### config.mk
export PLATFORM = sky130hd
export DESIGN_NAME = utf8_safe_display_escaper
export DESIGN_NICKNAME = d
export VERILOG_FILES = /design/src/usde_pkg.sv /design/src/usde_front.sv /design/src/usde_queue.sv /design/src/usde_back.sv /design/src/utf8_safe_display_escaper.sv
export SDC_FILE = /design/constraint.sdc
export NUM_CORES = 1
export LEC_CHECK = 0
export ABC_AREA = 1
export BUFFER_PORTS_ARGS = -buffer_cell sky130_fd_sc_hd__buf_2
export CAP_MARGIN = 40
export CORE_UTILIZATION = 60
export DETAILED_ROUTE_END_ITERATION = 12
export HOLD_SLACK_MARGIN = 0.15
export PLACE_DENSITY = 0.74
export SYNTH_ARGS = -nofsm -noshare
export SYNTH_HDL_FRONTEND = slang
export SYNTH_SLANG_ARGS = --single-unit
export TNS_END_PERCENT = 30
### constraint.sdc
create_clock -name clk -period 6.34 [get_ports clk]
set_input_delay 0.317 -clock clk [delete_from_list [all_inputs] [get_ports clk]]
set_output_delay 0.317 -clock clk [all_outputs]
set_load 0.01 [all_outputs]
### src/usde_pkg.sv
// ----------------------------------------------------------------------------
// usde_pkg
// Types, constants and helper functions shared by the display escaper blocks.
// ----------------------------------------------------------------------------
package usde_pkg;

	typedef struct packed {
		logic [7:0] in_byte;
		logic       in_last;
	} in_t;

	typedef struct packed {
		logic [7:0] out_char;
		logic       out_last;
	} out_t;

	// one byte to be written out, either copied or escaped
	typedef struct packed {
		logic [7:0] data;
		logic       raw;
		logic       last;
	} act_t;

	localparam int unsigned QUEUE_DEPTH = 4;
	localparam int unsigned QUEUE_AW    = $clog2(QUEUE_DEPTH);

	localparam logic [7:0] BACKSLASH = 8'h5C;
	localparam logic [7:0] LOWER_X   = 8'h78;
	localparam logic [7:0] PRINT_LO  = 8'h20;
	localparam logic [7:0] PRINT_HI  = 8'h7E;
	localparam logic [7:0] LEAD2_LO  = 8'hC2;
	localparam logic [7:0] LEAD2_HI  = 8'hDF;
	localparam logic [7:0] LEAD3_LO  = 8'hE0;
	localparam logic [7:0] LEAD3_HI  = 8'hEF;
	localparam logic [7:0] LEAD4_LO  = 8'hF0;
	localparam logic [7:0] LEAD4_HI  = 8'hF4;
	localparam logic [7:0] CONT_MASK = 8'hC0;
	localparam logic [7:0] CONT_TAG  = 8'h80;

	localparam logic [20:0] CODE_MIN3  = 21'h000800;
	localparam logic [20:0] CODE_MIN4  = 21'h010000;
	localparam logic [20:0] CODE_MAX   = 21'h10FFFF;
	localparam logic [20:0] SURR_LO    = 21'h00D800;
	localparam logic [20:0] SURR_HI    = 21'h00DFFF;

	localparam logic [7:0] HEX_DIGITS [16] = '{
		8'h30, 8'h31, 8'h32, 8'h33, 8'h34, 8'h35, 8'h36, 8'h37,
		8'h38, 8'h39, 8'h41, 8'h42, 8'h43, 8'h44, 8'h45, 8'h46
	};

	function automatic logic [2:0] lead_length(input logic [7:0] b);
		logic [2:0] len;
		if (b >= LEAD2_LO && b <= LEAD2_HI) begin
			len = 3'd2;
		end else if (b >= LEAD3_LO && b <= LEAD3_HI) begin
			len = 3'd3;
		end else if (b >= LEAD4_LO && b <= LEAD4_HI) begin
			len = 3'd4;
		end else begin
			len = 3'd0;
		end
		return len;
	endfunction

	function automatic logic is_plain(input logic [7:0] b);
		return (b >= PRINT_LO) && (b <= PRINT_HI) && (b != BACKSLASH);
	endfunction

	function automatic logic is_invisible(input logic [20:0] c);
		return (c >= 21'h80 && c <= 21'h9F) || c == 21'hAD ||
			(c >= 21'h200B && c <= 21'h200F) || c == 21'h2028 || c == 21'h2029 ||
			(c >= 21'h202A && c <= 21'h202E) || (c >= 21'h2060 && c <= 21'h2064) ||
			(c >= 21'h2066 && c <= 21'h206F) || c == 21'hFEFF;
	endfunction

	function automatic logic seq_ok(
		input logic [7:0] p0,
		input logic [7:0] p1,
		input logic [7:0] p2,
		input logic [7:0] b,
		input logic [2:0] len
	);
		logic [20:0] code;
		logic        ok;
		case (len)
			3'd2: code = {10'd0, p0[4:0], b[5:0]};
			3'd3: code = {5'd0, p0[3:0], p1[5:0], b[5:0]};
			default: code = {p0[2:0], p1[5:0], p2[5:0], b[5:0]};
		endcase
		ok = 1'b1;
		if (len == 3'd3 && code < CODE_MIN3) ok = 1'b0;
		if (len == 3'd4 && code < CODE_MIN4) ok = 1'b0;
		if (code >= SURR_LO && code <= SURR_HI) ok = 1'b0;
		if (code > CODE_MAX) ok = 1'b0;
		if (is_invisible(code)) ok = 1'b0;
		return ok;
	endfunction

	// index of the final output char for one byte
	function automatic logic [1:0] last_phase(input act_t a);
		logic [1:0] ph;
		if (a.raw || is_plain(a.data)) begin
			ph = 2'd0;
		end else if (a.data == BACKSLASH) begin
			ph = 2'd1;
		end else begin
			ph = 2'd3;
		end
		return ph;
	endfunction

	function automatic logic [7:0] out_byte(input act_t a, input logic [1:0] ph);
		logic [7:0] c;
		if (a.raw || is_plain(a.data)) begin
			c = a.data;
		end else if (a.data == BACKSLASH) begin
			c = BACKSLASH;
		end else begin
			case (ph)
				2'd0: c = BACKSLASH;
				2'd1: c = LOWER_X;
				2'd2: c = HEX_DIGITS[a.data[7:4]];
				default: c = HEX_DIGITS[a.data[3:0]];
			endcase
		end
		return c;
	endfunction

endpackage

### src/usde_front.sv
// ----------------------------------------------------------------------------
// usde_front
// Accepts path bytes, tracks held UTF-8 bytes and queues per-byte actions.
// ----------------------------------------------------------------------------
module usde_front (
	input  logic           clk,
	input  logic           arst_n,
	input  logic           in_valid,
	output logic           in_ready,
	input  usde_pkg::in_t  in_data,
	output logic           act_valid,
	input  logic           act_ready,
	output usde_pkg::act_t act_data
);
	import usde_pkg::*;

	logic [7:0] pend_q [3];
	logic [1:0] pc_q;
	logic [2:0] el_q;

	logic [7:0] list_q [4];
	logic [2:0] act_n_q;
	logic [2:0] act_i_q;
	logic       raw_q;
	logic       last_q;

	logic [7:0] b;
	logic       is_cont;
	logic [2:0] blen;
	logic       take_b;
	logic       store0;
	logic       store_pc;
	logic       raw;
	logic [1:0] flush_n;
	logic [2:0] n;
	logic [7:0] list [4];
	logic       accept;

	assign b        = in_data.in_byte;
	assign is_cont  = (b & CONT_MASK) == CONT_TAG;
	assign blen     = lead_length(b);
	assign in_ready = act_i_q == act_n_q;
	assign accept   = in_valid && in_ready;

	always_comb begin
		take_b   = 1'b0;
		store0   = 1'b0;
		store_pc = 1'b0;
		raw      = 1'b0;
		flush_n  = 2'd0;
		if (pc_q == 2'd0) begin
			if (blen != 3'd0 && !in_data.in_last) store0 = 1'b1;
			else take_b = 1'b1;
		end else if (!is_cont) begin
			flush_n = pc_q;
			if (blen != 3'd0 && !in_data.in_last) store0 = 1'b1;
			else take_b = 1'b1;
		end else if (({1'b0, pc_q} + 3'd1) >= el_q) begin
			flush_n = pc_q;
			take_b  = 1'b1;
			raw     = seq_ok(pend_q[0], pend_q[1], pend_q[2], b, el_q);
		end else if (in_data.in_last) begin
			flush_n = pc_q;
			take_b  = 1'b1;
		end else begin
			store_pc = 1'b1;
		end
		n = {1'b0, flush_n} + {2'd0, take_b};
		for (int k = 0; k < 3; k++) begin
			list[k] = (k < int'(pc_q)) ? pend_q[k] : b;
		end
		list[3] = b;
	end

	always_ff @(posedge clk or negedge arst_n) begin
		if (!arst_n) begin
			pc_q    <= 2'd0;
			el_q    <= 3'd0;
			act_n_q <= 3'd0;
			act_i_q <= 3'd0;
		end else begin
			if (accept) begin
				act_n_q <= n;
				act_i_q <= 3'd0;
				raw_q   <= raw;
				last_q  <= in_data.in_last;
				for (int k = 0; k < 4; k++) begin
					list_q[k] <= list[k];
				end
				if (store0) begin
					pend_q[0] <= b;
					pc_q      <= 2'd1;
					el_q      <= blen;
				end else if (store_pc) begin
					pend_q[pc_q] <= b;
					pc_q         <= pc_q + 2'd1;
				end else begin
					pc_q <= 2'd0;
					el_q <= 3'd0;
				end
			end else if (act_valid && act_ready) begin
				act_i_q <= act_i_q + 3'd1;
			end
		end
	end

	assign act_valid     = act_i_q != act_n_q;
	assign act_data.data = list_q[act_i_q[1:0]];
	assign act_data.raw  = raw_q;
	assign act_data.last = last_q && ((act_i_q + 3'd1) == act_n_q);

endmodule

### src/usde_queue.sv
// ----------------------------------------------------------------------------
// usde_queue
// Short action queue between the front and the back.
// ----------------------------------------------------------------------------
module usde_queue (
	input  logic           clk,
	input  logic           arst_n,
	input  logic           wr_valid,
	output logic           wr_ready,
	input  usde_pkg::act_t wr_data,
	output logic           rd_valid,
	input  logic           rd_ready,
	output usde_pkg::act_t rd_data
);
	import usde_pkg::*;

	act_t              mem_q [QUEUE_DEPTH];
	logic [QUEUE_AW-1:0] wp_q;
	logic [QUEUE_AW-1:0] rp_q;
	logic [QUEUE_AW:0]   cnt_q;
	logic              push;
	logic              pop;

	assign wr_ready = cnt_q != (QUEUE_AW+1)'(QUEUE_DEPTH);
	assign rd_valid = cnt_q != '0;
	assign push     = wr_valid && wr_ready;
	assign pop      = rd_valid && rd_ready;
	assign rd_data  = mem_q[rp_q];

	always_ff @(posedge clk) begin
		if (push) mem_q[wp_q] <= wr_data;
	end

	always_ff @(posedge clk or negedge arst_n) begin
		if (!arst_n) begin
			wp_q  <= '0;
			rp_q  <= '0;
			cnt_q <= '0;
		end else begin
			if (push) wp_q <= wp_q + 1'b1;
			if (pop) rp_q <= rp_q + 1'b1;
			case ({push, pop})
				2'b10: cnt_q <= cnt_q + 1'b1;
				2'b01: cnt_q <= cnt_q - 1'b1;
				default: cnt_q <= cnt_q;
			endcase
		end
	end

endmodule

### src/usde_back.sv
// ----------------------------------------------------------------------------
// usde_back
// Expands each queued action into one to four output chars.
// ----------------------------------------------------------------------------
module usde_back (
	input  logic           clk,
	input  logic           arst_n,
	input  logic           act_valid,
	output logic           act_ready,
	input  usde_pkg::act_t act_data,
	output logic           out_valid,
	input  logic           out_ready,
	output usde_pkg::out_t out_data
);
	import usde_pkg::*;

	act_t       cur_q;
	logic       busy_q;
	logic [1:0] ph_q;
	logic       ov_q;
	out_t       od_q;

	logic       adv;
	logic       fin;
	logic       take;

	assign adv       = !ov_q || out_ready;
	assign fin       = busy_q && (ph_q == last_phase(cur_q));
	assign act_ready = !busy_q || (adv && fin);
	assign take      = act_valid && act_ready;

	always_ff @(posedge clk or negedge arst_n) begin
		if (!arst_n) begin
			busy_q <= 1'b0;
			ph_q   <= 2'd0;
			ov_q   <= 1'b0;
		end else begin
			if (adv) begin
				ov_q <= busy_q;
				if (busy_q) begin
					od_q.out_char <= out_byte(cur_q, ph_q);
					od_q.out_last <= cur_q.last && fin;
				end
			end
			if (take) begin
				cur_q  <= act_data;
				busy_q <= 1'b1;
				ph_q   <= 2'd0;
			end else if (adv && busy_q) begin
				if (fin) busy_q <= 1'b0;
				else ph_q <= ph_q + 2'd1;
			end
		end
	end

	assign out_valid = ov_q;
	assign out_data  = od_q;

endmodule

### src/utf8_safe_display_escaper.sv
// ----------------------------------------------------------------------------
// utf8_safe_display_escaper
// Turns raw path bytes into displayable text: valid visible UTF-8 sequences
// pass through, everything else is escaped as \\ or \xHH.
//
//   channel | ports                          | payload
//   --------+--------------------------------+---------------------------
//   input   | in_valid, in_ready, in_data    | in_byte, in_last
//   output  | out_valid, out_ready, out_data | out_char, out_last
//
// an input byte is accepted only once every action released by the previous
// byte has entered the action queue; output runs at one char per cycle while
// out_ready is high and actions are queued; \xHH is four chars, \\ two, a copy one
// held bytes are released only when a sequence is judged, so a byte may
// release up to four queued actions (sixteen chars)
// reset clears the held count, the queue and the output register
// either side may stall independently through the four-entry queue
// ----------------------------------------------------------------------------
module utf8_safe_display_escaper (
	input  logic           clk,
	input  logic           arst_n,
	input  logic           in_valid,
	output logic           in_ready,
	input  usde_pkg::in_t  in_data,
	output logic           out_valid,
	input  logic           out_ready,
	output usde_pkg::out_t out_data
);
	import usde_pkg::*;

	logic fa_valid;
	logic fa_ready;
	act_t fa_data;
	logic qb_valid;
	logic qb_ready;
	act_t qb_data;

	usde_front u_front (
		.clk       (clk),
		.arst_n    (arst_n),
		.in_valid  (in_valid),
		.in_ready  (in_ready),
		.in_data   (in_data),
		.act_valid (fa_valid),
		.act_ready (fa_ready),
		.act_data  (fa_data)
	);

	usde_queue u_queue (
		.clk      (clk),
		.arst_n   (arst_n),
		.wr_valid (fa_valid),
		.wr_ready (fa_ready),
		.wr_data  (fa_data),
		.rd_valid (qb_valid),
		.rd_ready (qb_ready),
		.rd_data  (qb_data)
	);

	usde_back u_back (
		.clk       (clk),
		.arst_n    (arst_n),
		.act_valid (qb_valid),
		.act_ready (qb_ready),
		.act_data  (qb_data),
		.out_valid (out_valid),
		.out_ready (out_ready),
		.out_data  (out_data)
	);

endmodule
==> results.py <==
metrics = {
    "status": {
        "run_status": "finished, final reports clean",
    },
    "detailed_routing": {
        "wirelength_um": 16950,
        "route.detailed.vias_per_inst": 5.825,
        "ant_nets": 0,
        "post_drt_wl_per_cell_um": 17.82,
        "dr.pass1.iters": 5,
        "drt_iter0_markers": 504,
        "via_count": 5540,
        "drt_drc_violations_left": 0,
    },
    "global_route": {
        "gr-usage-met1_pct": 34.10,
        "top_usage_layer": "met2",
        "number_of_global_route_vias_before_repair": 5468,
        "met2_global_route_usage_pct": 51.21,
        "grt_use_total_pct": 28.82,
        "grt_first_pass_wirelength_um": 27270,
        "residual_overflow_from_global_routing": 0,
        "grt_start_max_net_pins": 36,
        "grtUsageMet3_pct": 4.790,
        "antenna_violations_before_repair": 0,
    },
    "logic_synthesis": {
        "ys_seq_area_share_pct": 56.38,
        "synth_cell_types": 40,
        "ys_seq_elements": 139,
        "post_synth_instance_area_um2": 7208,
        "postSynthNetCount": 800,
        "synth_area_per_cell_um2": 9.460,
        "yosys_warnings": 0,
        "postSynthCellCount": 762,
    },
    "sta": {
        "layout_min_cycle_time_ns": 3.606,
        "timing_worst_slew_pin_value_ns": 0.7485,
        "final.setup.tns_ns": 0,
        "report.final.setup_viol": 0,
        "maxSlewViolCount": 0,
        "layout_worst_path_cycle_share_pct": 56.88,
        "timing.final.hold_violations": 0,
        "max_freq_ghz": 0.2773,
        "rsz0062_at_grt": "false",
        "fin_worst_skew_ns": 0.009803,
        "hold_slack_ns": 0.2075,
        "finalWorstSetupSlack_ns": 2.734,
        "max_slew_margin_pct": 50.10,
    },
    "die": {
        "die_y_um": 111.6,
        "fp.dieArea_um2": 12460,
        "num_io_pins": 24,
        "placementRows": 39,
        "core_um2": 11560,
        "start_util_pct": 62.33,
        "fp.dieW_um": 111.6,
    },
    "setup_path": {
        "timing.critical_path.from": "u_front.pc_q[1]$_DFFE_PN0P_",
        "critical_path_cell_by_cell": "ha_1 -> ha_1 -> a21oi_1 -> o211ai_1 -> nor3_1 -> nand2_1 -> nand2_1 -> nand2_1 -> a211oi_1 -> buf_2",
        "worst-path-max-fanout": 19,
        "endpoint_kind": "register",
        "critPathMaxStageDelay_ns": 0.69,
        "critical-path-top-cell-by-count": "nand2_1",
        "critical_path.endpoint": "u_front.pend_q[0][2]$_DFFE_PP_",
        "slowest_stage": "dfrtp_1",
        "timing.critical_path.from_type": "register",
        "r2r_slack_ns": 2.73,
        "cp_data_required_time_ns": 6.45,
        "worst_r2r_dst": "u_front.pend_q[0][2]$_DFFE_PP_",
        "r2r_start": "u_front.pc_q[1]$_DFFE_PN0P_",
        "worst_reg_to_reg_path_cell_count": 10,
        "criticalPathCategory": "reg2reg",
        "arrival_ns": 3.72,
    },
    "cts": {
        "deepest_clock_path_buffer_count": 2,
        "tritoncts": "yes",
        "clkTransAtPathRegs_ns": 0.06,
        "tritoncts_num_sinks": 139,
        "postcts_resize_cnt": 0,
        "post-cts-setup-buffers": 0,
        "cts.htree.levels": 4,
        "worst_skew_late_latency_ns": 0.42,
        "root_buffer": "clkbuf_16",
        "tritoncts.num_buffers": 17,
    },
    "power": {
        "p_int_w": 0.002381,
        "leakage_nw": 3.211,
        "netSwitchingPower_w": 0.001498,
        "power.density_nw_per_um2": 481.4,
        "peakVddDrop_mv": 0.3090,
        "power.switching_fraction_pct": 38.62,
        "power_frac_seq_pct": 41.1,
        "power_frac_clock_pct": 24.0,
        "comb_power_share_pct": 34.9,
    },
    "cells_and_area": {
        "final_common_cell": "nand2_1",
        "fillCellCount": 879,
        "final-instance-count-excl-fill": 951,
        "post-route-cell-area_um2": 8059,
        "syn2layout_area_growth_pct": 11.80,
        "fin_nets": 833,
        "mostFrequentLayoutCells": "130 x nand2_1, 117 x edfxtp_1, 97 x nor2_1",
        "drive_above_1_share_pct": 12.75,
        "antennaDiodeCount": 0,
    },
    "placement": {
        "place.detailed.hpwl_um": 12500,
        "placement.cell_area_um2": 7473,
        "gp_congestion": 0.9246,
        "pre_cts_ws_ns": 2.769,
        "placed_cells_incl_taps": 917,
        "port_buffers": 23,
    },
    "hold_path": {
        "worstHoldStart": "in_data[8]",
        "hold_class": "in2reg",
    },
    "flow_run": {
        "drv.max_cap_violation_count": 0,
    },
}
[critical path: cells and delay by family (launching register included)]
kind,cells,cell delay [ns]
adder cells (fa/ha/maj),2,0.92
AO/OA/AOI/OAI,3,0.73
flip-flops,1,0.69
AND/OR/NAND/NOR,4,0.70
buffers and inverters,1,0.29
[flip-flops by register name, indices dropped and copies added, names as in the netlist, 2 cells and up]
signal	count
u_queue.mem_q	40
u_front.list_q	32
u_front.pend_q	24
u_back.cur_q	10
u_back.out_data	9
u_front.act_i_q	3
u_front.act_n_q	3
u_front.el_q	3
u_queue.cnt_q	3
u_back.ph_q	2
u_front.pc_q	2
u_queue.rp_q	2
u_queue.wp_q	2
[layer usage]
metal,vias up,share of wire [%],routed length [um]
li1,2700,-,-
met5,-,0,0
met3,39,3.3,554
met4,0,2.6,442
met2,163,53,8921
met1,2638,41,7032
[final cells by class]
class                           instances  area (um^2)  area share [%]
Clock inverter                         12        118.9           1.475
Multi-Input combinational cell        520         2736           33.95
Clock buffer                           20        446.7           5.543
Inverter                               83        314.1           3.897
Tap cell                              143        178.9           2.220
Sequential cell                       139         4064           50.43
Timing Repair Buffer                   34        200.2           2.484
[what timing repair did]
item,4_1_cts,5_1_grt
hold buffers,2,0
endpoints found under the setup margin,0,0
hold endpoints to repair,23,0
[stage by stage]
stage                     total power, W  utilization (%)
after global routing            0.004130            69.69
after detailed placement        0.002950            64.62
final                           0.003879            69.69
after CTS                       0.003890            69.69
after global placement          0.002845            64.25
after floorplan                 0.002543                -
[power by group through the flow]
stage	sequential [W]	clock (W)	combinational [W]
floorplan	0.00150	0	0.00104
global placement	0.00159	0	0.00125
detailed placement	0.00161	0	0.00134
CTS	0.00159	0.000943	0.00135
global route	0.00163	0.000975	0.00153
finish	0.00159	0.000931	0.00135
[Yosys cell counts, drive strengths merged]
cell,instances,area [um^2]
nand2,143,574.3
edfxtp,117,3513
nor2,113,486.7
o21ai,90,450.4
inv,82,310.3
nand3,53,285.3
ha,24,300.3
dfrtp,22,550.5
o22ai,21,131.4
a21oi,19,98.85
nand4,17,112.6
clkbuf,13,48.80
nor3,13,65.06
buf,7,47.55
xnor2,7,61.31
a211oi,3,22.52
a22oi,3,22.52
nor4,3,18.77
a311oi,2,17.52
o211ai,2,15.01
xor2,2,17.52
a2111oi,1,8.760
and2,1,8.760
clkinv,1,3.750
fa,1,20.02
o2111ai,1,8.760
o21a,1,7.510
[worst min path at each step]
stage                                                 to  cells after the start  slack, ns
after global routing      u_front.pend_q[1][7]$_DFFE_PP_                      1       0.20
after detailed placement     u_front.el_q[0]$_DFFE_PN0P_                      1       0.32
after global placement       u_front.el_q[0]$_DFFE_PN0P_                      1       0.31
final                     u_front.pend_q[2][7]$_DFFE_PP_                      1       0.21
after floorplan                u_back.busy_q$_DFFE_PN0P_                      0       0.02
after CTS                 u_front.pend_q[1][7]$_DFFE_PP_                      1       0.19
[logic make-up after synthesis]
| kind of cell | after synthesis | synth area share, % |
|---|---|---|
| xor gates and xnor gates | 9 | 1.094 |
| DFF | 139 | 56.38 |
| and+or+nand+nor | 343 | 21.52 |
| buffers and inverters | 103 | 5.694 |
| adders and majority gates | 25 | 4.444 |
| AOI/OAI and AO/OA | 143 | 10.87 |
No activity file was read; power rests on OpenSTA's default activity.
